[src/design/cpu_exu_pkg.sv]
package cpu_exu_pkg;

	localparam int DATA_BITS    = 32;
	localparam int IDX_BITS     = 6;
	localparam int OP_BITS      = 5;
	localparam int NIB_BITS     = 4;
	localparam int REG_COUNT_DEF = 64;
	localparam int IN_TDATA_W   = 96;
	localparam int OUT_TDATA_W  = 72;

	localparam logic [IDX_BITS-1:0] PC_ALIAS = 6'd41;

	typedef enum logic [OP_BITS-1:0] {
		OP_LD8_IMM  = 5'd0,
		OP_LD8_FW   = 5'd1,
		OP_LD16_IMM = 5'd2,
		OP_LD16_FW  = 5'd3,
		OP_LD32     = 5'd4,
		OP_MOVE     = 5'd5,
		OP_ADD_IMM  = 5'd6,
		OP_ADD_REG  = 5'd7,
		OP_SUB_IMM  = 5'd8,
		OP_SUB_REG  = 5'd9,
		OP_EQ_IMM   = 5'd10,
		OP_EQ_REG   = 5'd11,
		OP_JMP_IMM  = 5'd12,
		OP_JMP_REG  = 5'd13,
		OP_JNZ_IMM  = 5'd14,
		OP_JNZ_REG  = 5'd15,
		OP_JZ_IMM   = 5'd16,
		OP_JZ_REG   = 5'd17,
		OP_NONE     = 5'd18
	} op_t;

	typedef struct packed {
		logic [OP_BITS-1:0]   op;
		logic [IDX_BITS-1:0]  tgt;
		logic [IDX_BITS-1:0]  src0;
		logic [IDX_BITS-1:0]  src1;
		logic [NIB_BITS-1:0]  nib;
		logic [DATA_BITS-1:0] fw;
		logic [DATA_BITS-1:0] pc;
	} instr_t;

	typedef struct packed {
		logic                en;
		logic [IDX_BITS-1:0] addr_a;
		logic [IDX_BITS-1:0] addr_b;
	} rd_req_t;

	typedef struct packed {
		logic                 en;
		logic [IDX_BITS-1:0]  idx;
		logic [DATA_BITS-1:0] val;
	} wr_req_t;

	typedef struct packed {
		logic                 we;
		logic [IDX_BITS-1:0]  idx;
		logic [DATA_BITS-1:0] val;
		logic                 jump;
		logic [DATA_BITS-1:0] npc;
	} result_t;

endpackage

[src/design/cpu_exu_regfile.sv]
module cpu_exu_regfile #(
	parameter int REG_COUNT = cpu_exu_pkg::REG_COUNT_DEF
) (
	input  logic                             clk,
	input  logic                             arst_n,
	input  cpu_exu_pkg::rd_req_t             rd,
	input  cpu_exu_pkg::wr_req_t             wr,
	output logic [cpu_exu_pkg::DATA_BITS-1:0] val_a,
	output logic [cpu_exu_pkg::DATA_BITS-1:0] val_b
);
	import cpu_exu_pkg::*;

	localparam int IDX_W = $clog2(REG_COUNT);
	localparam logic [IDX_BITS:0] REG_LIM = (IDX_BITS+1)'(REG_COUNT);

	logic [DATA_BITS-1:0] mem [REG_COUNT];
	logic [REG_COUNT-1:0] vld_q;

	logic [DATA_BITS-1:0] rdata_a_s1, rdata_b_s1;
	logic [IDX_BITS-1:0]  addr_a_s1, addr_b_s1;
	logic                 ok_a_s1, ok_b_s1;

	logic                 fwd_v_q;
	logic [IDX_BITS-1:0]  fwd_idx_q;
	logic [DATA_BITS-1:0] fwd_val_q;

	always_ff @(posedge clk) begin
		if (wr.en) begin
			mem[wr.idx[IDX_W-1:0]] <= wr.val;
		end
		if (rd.en) begin
			rdata_a_s1 <= mem[rd.addr_a[IDX_W-1:0]];
			rdata_b_s1 <= mem[rd.addr_b[IDX_W-1:0]];
			addr_a_s1  <= rd.addr_a;
			addr_b_s1  <= rd.addr_b;
			ok_a_s1    <= ({1'b0, rd.addr_a} < REG_LIM) && vld_q[rd.addr_a[IDX_W-1:0]];
			ok_b_s1    <= ({1'b0, rd.addr_b} < REG_LIM) && vld_q[rd.addr_b[IDX_W-1:0]];
		end
		if (wr.en) begin
			fwd_idx_q <= wr.idx;
			fwd_val_q <= wr.val;
		end
	end

	// entries not yet written read as zero
	always_ff @(posedge clk or negedge arst_n) begin
		if (!arst_n) begin
			vld_q   <= '0;
			fwd_v_q <= 1'b0;
		end else if (wr.en) begin
			vld_q[wr.idx[IDX_W-1:0]] <= 1'b1;
			fwd_v_q                  <= 1'b1;
		end
	end

	// last write bypasses a read taken in the same cycle
	always_comb begin
		if (fwd_v_q && fwd_idx_q == addr_a_s1) begin
			val_a = fwd_val_q;
		end else if (ok_a_s1) begin
			val_a = rdata_a_s1;
		end else begin
			val_a = '0;
		end
		if (fwd_v_q && fwd_idx_q == addr_b_s1) begin
			val_b = fwd_val_q;
		end else if (ok_b_s1) begin
			val_b = rdata_b_s1;
		end else begin
			val_b = '0;
		end
	end

	a_wr_in_range: assert property (@(posedge clk) disable iff (!arst_n)
		wr.en |-> ({1'b0, wr.idx} < REG_LIM))
		else $error("register write beyond register count");

	a_fwd_tracks_write: assert property (@(posedge clk) disable iff (!arst_n)
		wr.en |=> fwd_v_q && fwd_idx_q == $past(wr.idx) && fwd_val_q == $past(wr.val))
		else $error("bypass register missed a write");

endmodule

[src/design/cpu_exu_alu.sv]
module cpu_exu_alu #(
	parameter int REG_COUNT = cpu_exu_pkg::REG_COUNT_DEF
) (
	input  cpu_exu_pkg::instr_t               ins,
	input  logic [cpu_exu_pkg::DATA_BITS-1:0] val_a,
	input  logic [cpu_exu_pkg::DATA_BITS-1:0] val_b,
	output cpu_exu_pkg::result_t              res
);
	import cpu_exu_pkg::*;

	localparam logic [IDX_BITS:0] REG_LIM = (IDX_BITS+1)'(REG_COUNT);

	logic [9:0]           raw10;
	logic [15:0]          raw16;
	logic [21:0]          raw22;
	logic [DATA_BITS-1:0] imm10, imm16, imm22;
	logic                 wr;
	logic [DATA_BITS-1:0] wval;
	logic                 jmp;
	logic [DATA_BITS-1:0] npc;

	assign raw10 = {ins.src1, ins.nib};
	assign raw16 = {ins.src0, raw10};
	assign raw22 = {ins.tgt, raw16};
	assign imm10 = {{(DATA_BITS-10){raw10[9]}}, raw10};
	assign imm16 = {{(DATA_BITS-16){raw16[15]}}, raw16};
	assign imm22 = {{(DATA_BITS-22){raw22[21]}}, raw22};

	// port a: src0, or tgt for register and conditional jumps; port b: src1, or src0 for conditional register jumps
	always_comb begin
		wr   = 1'b0;
		wval = '0;
		jmp  = 1'b0;
		npc  = ins.pc;
		unique case (op_t'(ins.op))
			OP_LD8_IMM, OP_LD16_IMM: begin
				wr   = 1'b1;
				wval = imm16;
			end
			OP_LD8_FW, OP_LD16_FW, OP_LD32: begin
				wr   = 1'b1;
				wval = ins.fw;
			end
			OP_MOVE: begin
				wr   = 1'b1;
				wval = (ins.src0 == PC_ALIAS) ? ins.pc : val_a;
			end
			OP_ADD_IMM: begin
				wr   = 1'b1;
				wval = val_a + imm10;
			end
			OP_ADD_REG: begin
				wr   = 1'b1;
				wval = val_a + val_b;
			end
			OP_SUB_IMM: begin
				wr   = 1'b1;
				wval = val_a - imm10;
			end
			OP_SUB_REG: begin
				wr   = 1'b1;
				wval = val_a - val_b;
			end
			OP_EQ_IMM: begin
				wr   = 1'b1;
				wval = {{(DATA_BITS-1){1'b0}}, val_a == imm10};
			end
			OP_EQ_REG: begin
				wr   = 1'b1;
				wval = {{(DATA_BITS-1){1'b0}}, val_a == val_b};
			end
			OP_JMP_IMM: begin
				jmp = 1'b1;
				npc = imm22;
			end
			OP_JMP_REG: begin
				jmp = 1'b1;
				npc = val_a;
			end
			OP_JNZ_IMM: begin
				jmp = (val_a != '0);
				npc = jmp ? imm16 : ins.pc;
			end
			OP_JNZ_REG: begin
				jmp = (val_a != '0);
				npc = jmp ? val_b : ins.pc;
			end
			OP_JZ_IMM: begin
				jmp = (val_a == '0);
				npc = jmp ? imm16 : ins.pc;
			end
			OP_JZ_REG: begin
				jmp = (val_a == '0);
				npc = jmp ? val_b : ins.pc;
			end
			default: begin
				wr = 1'b0;
			end
		endcase
	end

	always_comb begin
		res.we   = wr && ({1'b0, ins.tgt} < REG_LIM);
		res.idx  = wr ? ins.tgt : '0;
		res.val  = wr ? wval : '0;
		res.jump = jmp;
		res.npc  = npc;
	end

endmodule

[src/design/cpu_execute_unit.sv]
// cpu_execute_unit: executes one decoded instruction per item against a
// register file of REG_COUNT 32-bit registers (reads of an index at or
// above REG_COUNT give zero, writes there are dropped).
// s_* channel: one instruction per item (operation, target, two sources,
// low nibble, fetched word, current pc). m_* channel: one result per item
// (write enable, index and value, jump taken, next pc).
// Pipeline: an accepted item is registered with both register-port reads;
// the ALU works on it, and the edge that advances it writes the register
// file and the result register, which presents the result on m_*.
// Throughput: one item per cycle while m_tready is high; the two-read,
// one-write register file plus a one-entry write bypass lets dependent
// items follow back to back.
// Reset: registers read as zero until first written (one valid flop per
// register), pipeline empties, no clearing pass is needed.
// Stall: while m_tready is low the result holds, the stage behind it keeps
// one more item, and s_tready drops only when both are full.
module cpu_execute_unit #(
	parameter int REG_COUNT = cpu_exu_pkg::REG_COUNT_DEF
) (
	input  logic                                clk,
	input  logic                                arst_n,
	input  logic                                s_tvalid,
	output logic                                s_tready,
	// operation, target_index, first_source, second_source, low_nibble,
	// fetched_word, current_pc, zero fill
	input  logic [cpu_exu_pkg::IN_TDATA_W-1:0]  s_tdata,
	output logic                                m_tvalid,
	input  logic                                m_tready,
	// write_enable, write_index, write_value, jump_taken, next_pc
	output logic [cpu_exu_pkg::OUT_TDATA_W-1:0] m_tdata
);
	import cpu_exu_pkg::*;

	localparam logic [IDX_BITS:0] REG_LIM = (IDX_BITS+1)'(REG_COUNT);

	instr_t               ins_in, ins_s1;
	logic                 v_s1;
	logic                 v_out_q;
	result_t              res, res_q;
	rd_req_t              rd;
	wr_req_t              wr;
	logic [DATA_BITS-1:0] val_a, val_b;
	logic                 accept, out_free, adv;

	assign ins_in.op   = s_tdata[4:0];
	assign ins_in.tgt  = s_tdata[10:5];
	assign ins_in.src0 = s_tdata[16:11];
	assign ins_in.src1 = s_tdata[22:17];
	assign ins_in.nib  = s_tdata[26:23];
	assign ins_in.fw   = s_tdata[58:27];
	assign ins_in.pc   = s_tdata[90:59];

	assign out_free = !v_out_q || m_tready;
	assign adv      = v_s1 && out_free;
	assign s_tready = !v_s1 || out_free;
	assign accept   = s_tvalid && s_tready;

	always_comb begin
		rd.en     = accept;
		rd.addr_a = ins_in.src0;
		rd.addr_b = ins_in.src1;
		case (op_t'(ins_in.op))
			OP_JMP_REG, OP_JNZ_IMM, OP_JZ_IMM: begin
				rd.addr_a = ins_in.tgt;
			end
			OP_JNZ_REG, OP_JZ_REG: begin
				rd.addr_a = ins_in.tgt;
				rd.addr_b = ins_in.src0;
			end
			default: begin
				rd.addr_a = ins_in.src0;
			end
		endcase
	end

	always_comb begin
		wr.en  = adv && res.we;
		wr.idx = res.idx;
		wr.val = res.val;
	end

	cpu_exu_regfile #(
		.REG_COUNT(REG_COUNT)
	) u_regfile (
		.clk   (clk),
		.arst_n(arst_n),
		.rd    (rd),
		.wr    (wr),
		.val_a (val_a),
		.val_b (val_b)
	);

	cpu_exu_alu #(
		.REG_COUNT(REG_COUNT)
	) u_alu (
		.ins  (ins_s1),
		.val_a(val_a),
		.val_b(val_b),
		.res  (res)
	);

	always_ff @(posedge clk) begin
		if (accept) begin
			ins_s1 <= ins_in;
		end
		if (adv) begin
			res_q <= res;
		end
	end

	always_ff @(posedge clk or negedge arst_n) begin
		if (!arst_n) begin
			v_s1    <= 1'b0;
			v_out_q <= 1'b0;
		end else begin
			if (accept) begin
				v_s1 <= 1'b1;
			end else if (out_free) begin
				v_s1 <= 1'b0;
			end
			if (out_free) begin
				v_out_q <= v_s1;
			end
		end
	end

	assign m_tvalid = v_out_q;
	assign m_tdata  = {res_q.npc, res_q.jump, res_q.val, res_q.idx, res_q.we};

	a_stall_only_when_full: assert property (@(posedge clk) disable iff (!arst_n)
		!s_tready |-> v_s1 && v_out_q && !m_tready)
		else $error("input stalled with free pipeline space");

	a_jump_no_write: assert property (@(posedge clk) disable iff (!arst_n)
		m_tvalid && m_tdata[39] |-> !m_tdata[0] && m_tdata[38:1] == '0)
		else $error("jump item reports a register write");

	a_write_in_range: assert property (@(posedge clk) disable iff (!arst_n)
		m_tvalid && m_tdata[0] |-> ({1'b0, m_tdata[6:1]} < REG_LIM))
		else $error("write enable set for index beyond register count");

	a_retire_fills_out: assert property (@(posedge clk) disable iff (!arst_n)
		adv |=> v_out_q && res_q == $past(res))
		else $error("retired item lost from result register");

endmodule

[config.mk]
export PLATFORM = sky130hd
export DESIGN_NAME = cpu_execute_unit
export DESIGN_NICKNAME = d
export VERILOG_FILES = /design/src/design/cpu_exu_pkg.sv /design/src/design/cpu_exu_regfile.sv /design/src/design/cpu_exu_alu.sv /design/src/design/cpu_execute_unit.sv
export SDC_FILE = /design/constraint.sdc
export NUM_CORES = 2
export LEC_CHECK = 0
export ABC_AREA = 1
export BUFFER_PORTS_ARGS = -buffer_cell sky130_fd_sc_hd__buf_2
export CAP_MARGIN = 20
export CORE_ASPECT_RATIO = 0.75
export CORE_MARGIN = 4
export CORE_UTILIZATION = 30
export CTS_CLUSTER_DIAMETER = 60
export DETAILED_ROUTE_END_ITERATION = 6
export PLACE_DENSITY = 0.43
export SYNTH_ARGS = -nofsm -noshare
export SYNTH_HDL_FRONTEND = slang
export SYNTH_SLANG_ARGS = --single-unit
[constraint.sdc]
create_clock -name clk -period 9.3 [get_ports clk]
set_input_delay 0.93 -clock clk [delete_from_list [all_inputs] [get_ports clk]]
set_output_delay 0.93 -clock clk [all_outputs]
set_load 0.005 [all_outputs]
==> run metrics <==
Tightest Pin Transition 1.21 ns; Max Fclk 159 MHz; MaxCap Viol Count 0; Longest Clk Path Bufs 4; reported leakage power 52.4 nW; Synth top area share 0.563; Routed WL per cell 28.7 µm; post-synthesis net count 14100; clk_lat worst skew 0.91 ns; library cells used by synthesis 52; Worst R2R Setup Slack 3.02 ns; largest net degree at the start of global routing 187; routability congestion estimate from global placement 0.900; global route total overflow 0; final critical-path share of the clock period 0.676; most repeated cell in the gate-level netlist after synthesis nand2_1; number of port buffers 168; die width 751 µm; height of the die 565 µm; cell types with the largest area share after synthesis edfxtp_1, o21ai_0, nand2_1; largest clock skew in the final design 0.0564 ns; class of the tightest hold or removal check in2reg; register clock-pin slew on the reported worst setup and hold paths 0.07 ns; mean number of vias per cell 5.54; core footprint 412000 µm²; arrival time worst endpoint 6.53 ns; Slew HR 0.194; io pins 174; total net switching power 0.00864 W; post-synth top area cell edfxtp_1; aggregate routed wire length 554 mm; # rows 204; power per standard cell area 200 nW/µm²; Max FO, Critical Path 66; final-report hold violation count 0; shortest period the worst path allows 6.28 ns; share of cells above drive strength 1 0.0719; internal cell power 0.0193 W; Main synth FF type edfxtp_1; total design power 0.0280 W; global-route usage over all layers 0.252; Antenna Violating Nets Remaining 0; crit end category flop; synthesized area divided by synthesized cell count 8.94 µm²; sequential cell area fraction in the yosys report 0.577; Seq pwr share 0.443; via count of the first global-routing pass 97400; Initial Utilization 0.301; worst ir drop on vdd 0.000158 V; final max-slew violation count 0; CTS tree done; result of the run completed; detailed-route DRC error count 0; share of power burned in the clock network 0.375; number of enable flip-flop cells after synthesis 2327; half-perimeter wire length after placement 322 mm; Setup CP Type reg2reg; die footprint 424000 µm²; summed negative setup slack over all endpoints 0 ns; routed vias 107000; wire length of the first global-routing pass 770 mm; H-tree levels 5; antenna violations before repair 29; Final setup violation count 0; Cell Area, Synth 124000 µm²; Post-synth top cells nand2_1, o21ai_0, edfxtp_1, a21oi_1, nor2_1; number of warnings issued by yosys 0; number of sinks handled by clock tree synthesis 2394; async set-or-reset flop fraction in the synthesized netlist 0.0280; post-synthesis cell count 13900; setup fix buffers added after clock tree synthesis 0; startpoint kind of the worst setup timing path flop; Req. time, crit path 9.55 ns; drt initial violations 14500; flip-flop and latch count after synthesis 2394; buffer type at the clock tree root clkbuf_16; total clock buffers created by CTS 268; layout overhead on the synthesized area 12.7%; RSZ-0062 raised after global routing false; fill cell count 42500; Layout Nets 13800; Sw Ratio 0.309; Combinational Power Share 0.182; number of detailed-routing iterations run before antenna repair 7
-- path summary, 6_finish.rpt --
check | end | cells past startpoint | startpoint
worst max-delay path | u_regfile.mem[2][22] | 21 | u_regfile.fwd_idx_q[1]
min in group asynchronous | u_regfile.vld_q[18] | 2 | arst_n
worst max register to register | u_regfile.mem[2][22] | 21 | u_regfile.fwd_idx_q[1]
max in group asynchronous | u_regfile.vld_q[12] | 3 | arst_n
worst min-delay path | ins_s1[56] | 1 | s_tdata[51]
worst min register to register | u_regfile.vld_q[40] | 2 | u_regfile.vld_q[40]
-- repair_timing --
item,4_1_cts,5_1_grt
endpoints found under the hold margin,13,0
hold buffers,1,0
endpoints found under the setup margin,0,0
gates resized for setup,0,0
-- stage by stage --
stage               hold slack, ns  setup slack, ns   util  instances  cell area (µm²)
finish                       0.203             3.02  0.339      19300           140000
global route                 0.157             2.65  0.339      19300           140000
CTS                          0.130             3.17  0.339      19300           140000
detailed placement           0.462             3.22  0.319      18800           132000
global placement             0.455             3.12  0.319      18800           131000
floorplan                    0.439             1.47      -      13900           124000
-- final cells by class --
cell class	count	area (µm²)	area share
timing repair buffer	465	3670	0.0263
clock inverter	118	972	0.00696
clock buffer	338	7200	0.0515
sequential	2394	71600	0.512
inverter	957	3660	0.0262
multi-input combinational	9524	45900	0.328
tap	5459	6830	0.0489
antenna	9	22.5	0.000161
-- power groups by stage --
stage | logic, W | registers, W | clock network [W]
2_1_floorplan | 0.00280 | 0.0126 | 0
3_3_place_gp | 0.00499 | 0.0126 | 0
3_5_place_dp | 0.00499 | 0.0126 | 0
4_1_cts | 0.00500 | 0.0124 | 0.0107
5_1_grt | 0.00549 | 0.0124 | 0.0111
6_report | 0.00510 | 0.0124 | 0.0105
-- worst max-delay path: stages, from the launching register on --
cell and delay, ns:
edfxtp_1 0.38, inv_1 0.12, nor2_1 0.05, nor4b_1 0.49
nand2_2 0.26, buf_4 0.36, a31oi_1 0.52, o21ai_0 0.17
ha_1 0.38, nand2_1 0.06, o21ai_0 0.50, a21oi_1 0.17
inv_1 0.14, nand2_1 0.06, nand2_1 0.15, nand3_1 0.10
nand2_1 0.16, nand2_1 0.08, nand2_1 0.20, a21oi_1 0.10
a21oi_1 0.24, nand3_4 0.72
-- flip-flops by register name, indices dropped and copies added, names as in the netlist, 6 cells and up --
name and cells:
u_regfile.addr_a_s1 6, u_regfile.fwd_idx_q 6, ins_s1 91, u_regfile.fwd_val_q 32, u_regfile.mem 2048, u_regfile.rdata_b_s1 32
u_regfile.addr_b_s1 6, m_tdata 72, u_regfile.rdata_a_s1 32, u_regfile.vld_q 64
-- per-layer routing --
metal / vias to the layer above / part of all wire / global-route usage
met5: - / 0.000099 / 0
met4: 8 / 0.029 / 0.0681
met3: 700 / 0.093 / 0.0449
met2: 5119 / 0.40 / 0.352
met1: 52900 / 0.48 / 0.394
li1: 48100 / - / -
-- cell families (layout without fill, tap and decap cells) --
group,count (synthesis),after routing,synth area share
simple gates,4815,4815,0.157
compound gates,4598,4598,0.194
flops,2394,2394,0.577
buf+inv,1959,1878,0.0611
fa+ha+maj,96,96,0.00986
xor+xnor,15,15,0.00106
other cells,0,9,0
-- placed cells by master (no fill, tap or decap), types with 44 or more instances in the layout --
master	count
clkbuf_16	277
or2_2	46
dfrtp_1	67
clkbuf_1	57
nand2_1	2731
edfxtp_1	2327
buf_4	250
clkinv_1	62
o22ai_1	81
a21oi_1	1483
ha_1	93
nor2_1	1078
o21ai_1	100
o211ai_1	287
o21ai_0	2535
nand3_1	760
inv_1	931
buf_12	44
buf_2	167
nor2_4	70
No activity file was read; power rests on OpenSTA's default activity.
